**config.mk**
```make
export PLATFORM = sky130hd
export DESIGN_NAME = ise_ucode_rom
export DESIGN_NICKNAME = d
export VERILOG_FILES = /design/src/hw/rtl/ise_pkg.sv /design/src/hw/rtl/ise_ucode_rom.sv
export SDC_FILE = /design/constraint.sdc
export NUM_CORES = 1
export LEC_CHECK = 0
export BUFFER_PORTS_ARGS = -buffer_cell sky130_fd_sc_hd__buf_2
export CORE_AREA = 2 2 39 41
export DETAILED_ROUTE_END_ITERATION = 12
export DIE_AREA = 0 0 41 43
export RECOVER_POWER = 100
export REMOVE_ABC_BUFFERS = 1
export SYNTH_ARGS = -nofsm -noshare
export SYNTH_HDL_FRONTEND = slang
export SYNTH_SLANG_ARGS = --single-unit
```
**constraint.sdc**
```tcl
create_clock -name vclk -period 1.53
set_input_delay 0.459 -clock vclk [all_inputs]
set_output_delay 0.459 -clock vclk [all_outputs]
set_load 0.03 [all_outputs]
```
**src/hw/rtl/ise_pkg.sv**
```systemverilog
// ----------------------------------------------------------------------------
// ise_pkg
// Shared types, widths and micro-op codes for the interpolation search engine.
// ----------------------------------------------------------------------------
package ise_pkg;

  // table geometry
  localparam int TableDepth = 1024;
  localparam int IdxW       = $clog2(TableDepth);
  localparam int DataW      = 32;
  localparam int LenW       = IdxW + 1;
  // signed window bound: holds -1 up to TableDepth
  localparam int PtrW       = IdxW + 2;
  localparam int ProdW      = IdxW + DataW;
  // quotient never exceeds high-low, so IdxW restoring steps suffice
  localparam int DivSteps   = IdxW;
  localparam int CntW       = $clog2(DivSteps);
  localparam int PcW        = 4;
  localparam int PaddrW     = 3;

  localparam logic [LenW-1:0] LenReset = LenW'(16);
  localparam logic [LenW-1:0] LenMax   = LenW'(TableDepth);

  // command codes
  localparam logic CmdWrite  = 1'b0;
  localparam logic CmdSearch = 1'b1;

  // config register indexes
  localparam logic RegTableLength = 1'b0;

  // memory read address select
  localparam logic [1:0] RdNone = 2'd0;
  localparam logic [1:0] RdLow  = 2'd1;
  localparam logic [1:0] RdHigh = 2'd2;
  localparam logic [1:0] RdPos  = 2'd3;

  // datapath operations
  localparam logic [2:0] AluNone  = 3'd0;
  localparam logic [2:0] AluPrep  = 3'd1;
  localparam logic [2:0] AluMul   = 3'd2;
  localparam logic [2:0] AluDiv   = 3'd3;
  localparam logic [2:0] AluPos   = 3'd4;
  localparam logic [2:0] AluFlat  = 3'd5;
  localparam logic [2:0] AluStep  = 3'd6;

  // jump conditions
  localparam logic [2:0] CondNever   = 3'd0;
  localparam logic [2:0] CondAlways  = 3'd1;
  localparam logic [2:0] CondEmpty   = 3'd2;
  localparam logic [2:0] CondOutside = 3'd3;
  localparam logic [2:0] CondFlat    = 3'd4;
  localparam logic [2:0] CondDivMore = 3'd5;
  localparam logic [2:0] CondHit     = 3'd6;

  // program addresses
  localparam logic [PcW-1:0] PcCheck = PcW'(0);
  localparam logic [PcW-1:0] PcDiv   = PcW'(6);
  localparam logic [PcW-1:0] PcFlat  = PcW'(8);
  localparam logic [PcW-1:0] PcRdPos = PcW'(9);
  localparam logic [PcW-1:0] PcMiss  = PcW'(13);
  localparam logic [PcW-1:0] PcHit   = PcW'(14);

  // one control word of the microprogram
  typedef struct packed {
    logic [1:0]     rd_sel;
    logic           ld_alo;
    logic           ld_ahi;
    logic           ld_ap;
    logic [2:0]     alu;
    logic [2:0]     cond;
    logic [PcW-1:0] target;
    logic           emit_hit;
    logic           emit_miss;
    logic           fin;
  } ise_ctrl_t;

  // datapath flags seen by the sequencer
  typedef struct packed {
    logic empty;
    logic outside;
    logic flat;
    logic div_more;
    logic hit;
  } ise_status_t;

endpackage

```
**src/hw/rtl/ise_ucode_rom.sv**
```systemverilog
// ----------------------------------------------------------------------------
// ise_ucode_rom
// Read-only microprogram: one control word per step of a search.
// ----------------------------------------------------------------------------
module ise_ucode_rom (
  input  logic [ise_pkg::PcW-1:0] pc,
  output ise_pkg::ise_ctrl_t      ctrl
);
  import ise_pkg::*;

  // control word table
  always_comb begin
    ctrl = '{rd_sel: RdNone, ld_alo: 1'b0, ld_ahi: 1'b0, ld_ap: 1'b0, alu: AluNone,
             cond: CondNever, target: PcCheck, emit_hit: 1'b0, emit_miss: 1'b0,
             fin: 1'b0};
    case (pc)
      PcW'(0): begin
        // read a[low], leave when the window is empty
        ctrl.rd_sel = RdLow;
        ctrl.cond   = CondEmpty;
        ctrl.target = PcMiss;
      end
      PcW'(1): begin
        ctrl.rd_sel = RdHigh;
        ctrl.ld_alo = 1'b1;
      end
      PcW'(2): begin
        ctrl.ld_ahi = 1'b1;
      end
      PcW'(3): begin
        // key outside [a[low], a[high]]
        ctrl.alu    = AluPrep;
        ctrl.cond   = CondOutside;
        ctrl.target = PcMiss;
      end
      PcW'(4): begin
        ctrl.cond   = CondFlat;
        ctrl.target = PcFlat;
      end
      PcW'(5): begin
        ctrl.alu = AluMul;
      end
      PcW'(6): begin
        ctrl.alu    = AluDiv;
        ctrl.cond   = CondDivMore;
        ctrl.target = PcDiv;
      end
      PcW'(7): begin
        ctrl.alu    = AluPos;
        ctrl.cond   = CondAlways;
        ctrl.target = PcRdPos;
      end
      PcW'(8): begin
        // equal ends: probe at low
        ctrl.alu = AluFlat;
      end
      PcW'(9): begin
        ctrl.rd_sel = RdPos;
      end
      PcW'(10): begin
        ctrl.ld_ap = 1'b1;
      end
      PcW'(11): begin
        ctrl.alu    = AluStep;
        ctrl.cond   = CondHit;
        ctrl.target = PcHit;
      end
      PcW'(12): begin
        ctrl.cond   = CondAlways;
        ctrl.target = PcCheck;
      end
      PcW'(13): begin
        ctrl.emit_miss = 1'b1;
        ctrl.fin       = 1'b1;
      end
      PcW'(14): begin
        ctrl.emit_hit = 1'b1;
        ctrl.fin      = 1'b1;
      end
      default: begin
        ctrl.emit_miss = 1'b1;
        ctrl.fin       = 1'b1;
      end
    endcase
  end

endmodule

```
== Yosys cells after proc, flatten, opt, wreduce, memory -nomap -nowiden ==
Index checks and enable logic that the tools add are counted.

* Flip-flop bits (word level): 0
* Word-level logic and storage cells: 25
* Output and inout port bits: 18

* Multiplexer cells: 9
* Reduce and logical (&&, ||, !) cells: 3
* Eq/ne operators: 13

{| class="wikitable"
|+ Operator list
! operator !! number
|-
| $pmux W7 S7 || 1
|-
| $eq A4 B4 Y1 const B || 6
|-
| $pmux W3 S6 || 1
|-
| $eq A4 B3 Y1 const B || 4
|-
| $reduce_or A14 Y1 || 1
|-
| $reduce_or A13 Y1 || 1
|-
| $eq A4 B2 Y1 const B || 2
|-
| $mux W1 || 6
|-
| $pmux W2 S3 || 1
|-
| $eq A4 B1 Y1 const B || 1
|-
| $logic_not A4 Y1 || 1
|}

== Longest topological paths before layout ==
Gate-level depths: netlist of run 1.

* Depth after elaboration: 3
* Mapped depth: 3

== Worst setup path before layout of run 1 ==
OpenSTA, ideal clock, no wires.

* Path type: in2out
* From: in pc[0] (netlist name)
* To: out ctrl[15] (netlist name)
* Slack: -0.581 ns
* Path buffers: 1
* Arrival time: 1.652 ns
* Stages on the path: 3
* Path through: buf_2 > nor3b_2 > nor2b_1

{| class="wikitable"
|+ RTL lines
! item !! line !! source
|-
| start: declaration || ise_ucode_rom.sv:6 || <nowiki>input logic [ise_pkg::PcW-1:0] pc,</nowiki>
|-
| end: declaration || ise_ucode_rom.sv:7 || <nowiki>output ise_pkg::ise_ctrl_t ctrl</nowiki>
|}

==> Implementation_results.wiki, run 1 <==
{| class="wikitable"
! Metric !! Value
|-
| Outcome || finished, violations left
|-
| Failing checks || negative setup slack
|-
| Number of I/O port buffers || 22
|-
| Internal power summed over all cells || 0.123 mW
|-
| Area after DPL || roughly 470 um2
|-
| Library cell with the highest instance count after synthesis || nor2_1
|-
| Seq/Total Area, Yosys || 0
|-
| Remaining antenna violation count || 0
|-
| Post-placement setup slack || -409 ps
|-
| Maximum number of pins on one net before global-route repair || 10
|-
| Switching Power || roughly 0.13 mW
|-
| Worst setup path class || in -> out
|-
| DPL Wire Length || ~660 um
|-
| Die footprint || about 1800 um2
|-
| Hold Vio Cnt, Final || 0
|-
| Cell family with the largest share of critical-path delay || simple AND/OR/NAND/NOR gates
|-
| Hold crit path type || in -> out
|-
| Final non-filler cell area || 743 um2
|-
| Starting utilization of the core area || 0.190
|-
| Slowest cell on the critical path || or4b_4
|-
| First-pass GRT wire length || 1.66 mm
|-
| Static leakage || ~0.33 nW
|-
| Critical path cell sequence || buf_6 > or4b_4 > o311ai_2 > buf_4
|-
| Sort of element at the start of the critical path || input pin
|-
| Footprint of the multi-input gates || ~350 um2
|-
| Final setup fails || 18
|-
| FF+latch count || 0
|-
| Vias per Instance || between 4 and 5
|-
| Maximum single-stage delay on the critical path || between 500 and 600 ps
|-
| X dimension of the die || a little over 40 um
|-
| Ratio of cells with drive above 1 in the final layout || 0.792
|-
| Number of fillers in the final layout || approximately 130
|-
| Final setup margin || -317 ps
|-
| Number of global-route vias before repair || 401
|-
| Highest clock rate || approximately 0.54 GHz
|-
| Critical Path Fanout Max || 6
|-
| Syn Inst Count || 39
|-
| Total design power || roughly 0.26 mW
|-
| Number of DRC markers after the initial detailed-route iteration || 2
|-
| TNS Setup || -3670 ps
|-
| Reported max-cap violation count || 0
|-
| Critical path required time || around 1100 ps
|-
| Peak supply drop || 0.000146 V
|-
| Endpoint arrival time on the critical path || roughly 1400 ps
|-
| Max-slew headroom at the worst pin || 0.855
|-
| Number of antenna diodes || 0
|-
| Remaining DRCs || 0
|-
| Quantity of hold-fixing buffers added after cts || 0
|-
| GP Congestion || 0.680
|-
| Area leader, netlist || nand2b_1
|-
| Total congestion overflow after global routing || 0
|-
| Area share of the largest cell type after synthesis || 0.0714
|-
| CP Buf/Inv Count || 2
|-
| Final critical-path required period || between 1500 and 2000 ps
|-
| Cell area after technology mapping || about 260 um2
|-
| Final number of max-transition violations || 0
|-
| Switch share || 0.520
|-
| Wire length per cell after detailed routing || 12.5 um
|-
| Number of detailed-routing iterations run before antenna repair || 2
|-
| Footprint of the flip-flops and latches || 0 um2
|-
| Share of the clock period used by the worst path after layout || 1.21
|-
| Most used standard cells in the synthesized netlist || nor2_1, buf_2, nand2b_1, o22ai_1
|-
| Number of standard-cell rows in the floorplan || 14
|-
| Element type at the critical path end || output port
|-
| Mean area per synthesized cell || ~6.7 um2
|-
| Clk network pwr share || 0
|-
| Clock buf count || 0
|-
| Count of distinct cell types in the synthesized netlist || 25
|-
| Antenna violations before repair || 0
|-
| Final net count || a little under 80
|-
| Worst-case hold slack || ~1300 ps
|-
| Area inside the core boundary || between 1000 and 1500 um2
|-
| Detailed-route wire length || roughly 1.1 mm
|-
| Overall die height || between 40 and 50 um
|-
| Io pins || 22
|-
| Least-Margin Pin Slew || 217 ps
|-
| Leading post-synthesis cells by cell area || nand2b_1, o22ai_1, xor2_1, buf_2, nor2_1
|-
| Total number of yosys warnings || 0
|-
| Count of vias placed by the detailed router || between 400 and 500
|-
| Layout overhead on the synthesized area || 183%
|-
| Gr usage total || 0.127
|-
| Reg power frac || 0
|-
| Power share of the combinational group || 1.000
|-
| RSZ-0062 raised after global routing || yes
|-
| Power Density || 345 nW/um2
|}
## power by group through the flow
stage | sequential (mW) | clock [mW] | combinational, mW
2_1_floorplan | 0 | 0 | 0.0930
3_3_place_gp | 0 | 0 | 0.173
3_5_place_dp | 0 | 0 | 0.174
4_1_cts | 0 | 0 | 0.236
5_1_grt | 0 | 0 | 0.269
6_report | 0 | 0 | 0.256
## per-layer routing
| metal | track usage | up-vias | share of wire |
|---|---|---|---|
| met5 | 0 | - | 0 |
| met4 | 0 | 0 | 0 |
| met3 | 0.00524 | 0 | 0.066 |
| met2 | 0.238 | 17 | 0.52 |
| met1 | 0.159 | 189 | 0.41 |
| li1 | - | 217 | - |
## timing repair
item                                   4_1_cts  5_1_grt
setup endpoints to repair                   18       18
pin swaps                                   15        2
endpoints found under the hold margin        0        0
buffers inserted                             4        0
resized for setup                           47       17
## layout make-up
class / instances / share of cell area
Inverter: 1 / 0.00505
Multi-Input combinational cell: 34 / 0.470
Tap cell: 16 / 0.0269
Timing Repair Buffer: 37 / 0.498
## worst paths after layout
kind	startpoint	to	slack (ps)	cells past startpoint
max	pc[1]	ctrl[10]	-320	4
min	pc[0]	ctrl[3]	1310	4
## cell families (layout without fill, tap and decap cells)
group,count (synthesis),in the layout,synth area share
buffers and inverters,5,38,0.114
and+or+nand+nor,21,21,0.543
xor gates and xnor gates,3,3,0.100
AOI/OAI and AO/OA,10,10,0.243
## per-stage QoR
| stage | cells | utilization |
|---|---|---|
| 2_1_floorplan | 35 | - |
| 3_3_place_gp | 84 | 0.343 |
| 3_5_place_dp | 84 | 0.343 |
| 4_1_cts | 88 | 0.489 |
| 5_1_grt | 88 | 0.537 |
| 6_report | 88 | 0.537 |
## placed cells by master (no fill, tap or decap), types with 2 or more instances in the layout
cell / n
buf_12: 2
o22ai_2: 2
buf_8: 2
buf_6: 14
nor2_4: 3
nand2b_4: 3
buf_4: 19
## tightest hold or removal path: stages
cell	delay, ps
buf_8	80
or3_1	90
a21oi_1	60
buf_4	160
Note: power is estimated with default switching activity, not from simulation.
==> run 2, diff against run 1 <==
--- a/config.mk
+++ b/config.mk
@@ -5,10 +5,14 @@
 export SDC_FILE = /design/constraint.sdc
 export NUM_CORES = 1
 export LEC_CHECK = 0
+export ABC_CLOCK_PERIOD_IN_PS = 1530
 export BUFFER_PORTS_ARGS = -buffer_cell sky130_fd_sc_hd__buf_2
+export CELL_PAD_IN_SITES_DETAIL_PLACEMENT = 1
+export CELL_PAD_IN_SITES_GLOBAL_PLACEMENT = 1
 export CORE_AREA = 2 2 39 41
 export DETAILED_ROUTE_END_ITERATION = 12
 export DIE_AREA = 0 0 41 43
+export PLACE_DENSITY_LB_ADDON = 0.1
 export RECOVER_POWER = 100
 export REMOVE_ABC_BUFFERS = 1
 export SYNTH_ARGS = -nofsm -noshare
==> run 2 against run 1 <==
Compared with the run above: the flow still finishes with violations (negative setup slack); design area grew 37%; first-iteration DRC count is the same; via count grew 21%; hold slack lost 8.5 ps; sequential share of layout area is the same; final cell count grew 10%; non-clock buffer count grew 9; wire length grew 100%; total power grew 38%; clock-buffer cell count is the same; fmax shrank 2.4%.
==> Implementation_results.wiki, run 2 (synthesis results as in run 1) <==
{| class="wikitable"
! Metric !! Value
|-
| Detailed-route wire length || approximately 2.2 mm
|-
| Number of I/O port buffers || 22
|-
| Cell Count Post-Placement || a little under 90
|-
| FF+latch count || 0
|-
| Final number of max-transition violations || 0
|-
| Number of detailed-routing iterations run before antenna repair || 2
|-
| Starting utilization of the core area || 0.190
|-
| Reg power frac || 0
|-
| Number of global-route vias before repair || 440
|-
| Total congestion overflow after global routing || 0
|-
| Maximum number of pins on one net before global-route repair || 10
|-
| Highest-count cells in the layout ignoring fill and taps || buf_6, buf_4, nor2_4
|-
| Peak supply drop || approximately 0.00018 V
|-
| Power share of the combinational group || 1.000
|-
| Highest clock rate || 0.528 GHz
|-
| Internal power summed over all cells || roughly 0.17 mW
|-
| Number of antenna diodes || 0
|-
| GP Congestion || ~0.75
|-
| Hold crit path type || in -> out
|-
| Die footprint || around 1800 um2
|-
| Quantity of hold-fixing buffers added after cts || 0
|-
| Clock buf count || 0
|-
| Reported max-cap violation count || 0
|-
| X dimension of the die || roughly 41 um
|-
| Remaining DRCs || 0
|-
| Layout overhead on the synthesized area || 286%
|-
| Critical Path Fanout Max || 7
|-
| Worst setup path class || in -> out
|-
| Area inside the core boundary || approximately 1400 um2
|-
| Endpoint arrival time on the critical path || approximately 1400 ps
|-
| Number of DRC markers after the initial detailed-route iteration || 2
|-
| Worst-case hold slack || 1310 ps
|-
| Failing checks || negative setup slack
|-
| Least-Margin Pin Slew || between 200 and 300 ps
|-
| Most frequent standard cell in the layout excluding fill and tap cells || buf_6
|-
| Hold Vio Cnt, Final || 0
|-
| Gr usage total || 0.185
|-
| Count of vias placed by the detailed router || between 500 and 600
|-
| Antenna violations before repair || 0
|-
| Final setup margin || -363 ps
|-
| Final setup fails || 18
|-
| Power Density || between 300 and 400 nW/um2
|-
| Io pins || 22
|-
| Sort of element at the start of the critical path || input pin
|-
| Non-filler instance count after layout || a little under 100
|-
| Footprint of the flip-flops and latches || 0 um2
|-
| Share of the clock period used by the worst path after layout || 1.24
|-
| Static leakage || roughly 0.43 nW
|-
| Ratio of cells with drive above 1 in the final layout || 0.938
|-
| Remaining antenna violation count || 0
|-
| Vias per Instance || about 5.3
|-
| Wire length per cell after detailed routing || ~23 um
|-
| First-pass GRT wire length || about 2.3 mm
|-
| Clk network pwr share || 0
|-
| Switch share || 0.511
|-
| Max-slew headroom at the worst pin || 0.821
|-
| Switching Power || between 0.15 and 0.2 mW
|-
| Final critical-path required period || approximately 1900 ps
|-
| RSZ-0062 raised after global routing || yes
|-
| Element type at the critical path end || output port
|-
| Number of fillers in the final layout || about 120
|-
| Final net count || 87
|-
| Critical path required time || ~1100 ps
|-
| DPL Wire Length || 858 um
|-
| Overall die height || around 43 um
|-
| Number of standard-cell rows in the floorplan || 14
|-
| Outcome || finished, violations left
|}
[run 2: cell types whose count changed in the layout (fill, tap and decap cells not counted), sizes merged]
cell  before  now
buf       37   46
[run 2: layer usage]
metal  GRT usage  wire (um)  up-vias
li1            -          -      233
met1       0.264        867      254
met2       0.316       1160       19
met3     0.00524        102        6
met4           0         70        0
met5           0          0        -
[run 2: timing repair]
action	in CTS	in global routing
buffers inserted	6	4
pin swaps	16	16
gates resized for setup	79	34
gates cloned	0	0
endpoints found under the setup margin	18	18
[run 2: path summary, 6_finish.rpt]
kind | start | cells past startpoint | endpoint
worst min-delay path | pc[0] | 4 | ctrl[8]
worst max-delay path | pc[0] | 4 | ctrl[5]
[run 2: cell type report]
class                      count  area [um2]  share of cell area
inverter                       1        3.75             0.00370
multi-input combinational     34         482               0.475
tap                           16        20.0              0.0197
timing repair buffer          46         509               0.502
[run 2: worst max-delay path, stage by stage]
cell and delay [ps]:
buf_12 110, or4bb_4 560, o211ai_1 110, buf_4 190
[run 2: power groups by stage]
stage / Combinational (mW) / Sequential, mW / Clock (mW)
detailed placement: 0.179 / 0 / 0
finish: 0.354 / 0 / 0
global route: 0.367 / 0 / 0
global placement: 0.179 / 0 / 0
CTS: 0.285 / 0 / 0
floorplan: 0.0930 / 0 / 0
[run 2: through the flow]
stage	area (um2)	worst slack, ps	utilization	TNS [ps]	power, mW
final	1010	-363	0.733	-3910	0.354
after global routing	1010	-389	0.733	-4350	0.367
after CTS	843	-355	0.609	-3400	0.285
after detailed placement	487	-482	0.352	-5100	0.179
after global placement	487	-463	0.352	-5000	0.179
after floorplan	236	-397	-	-2630	0.0930
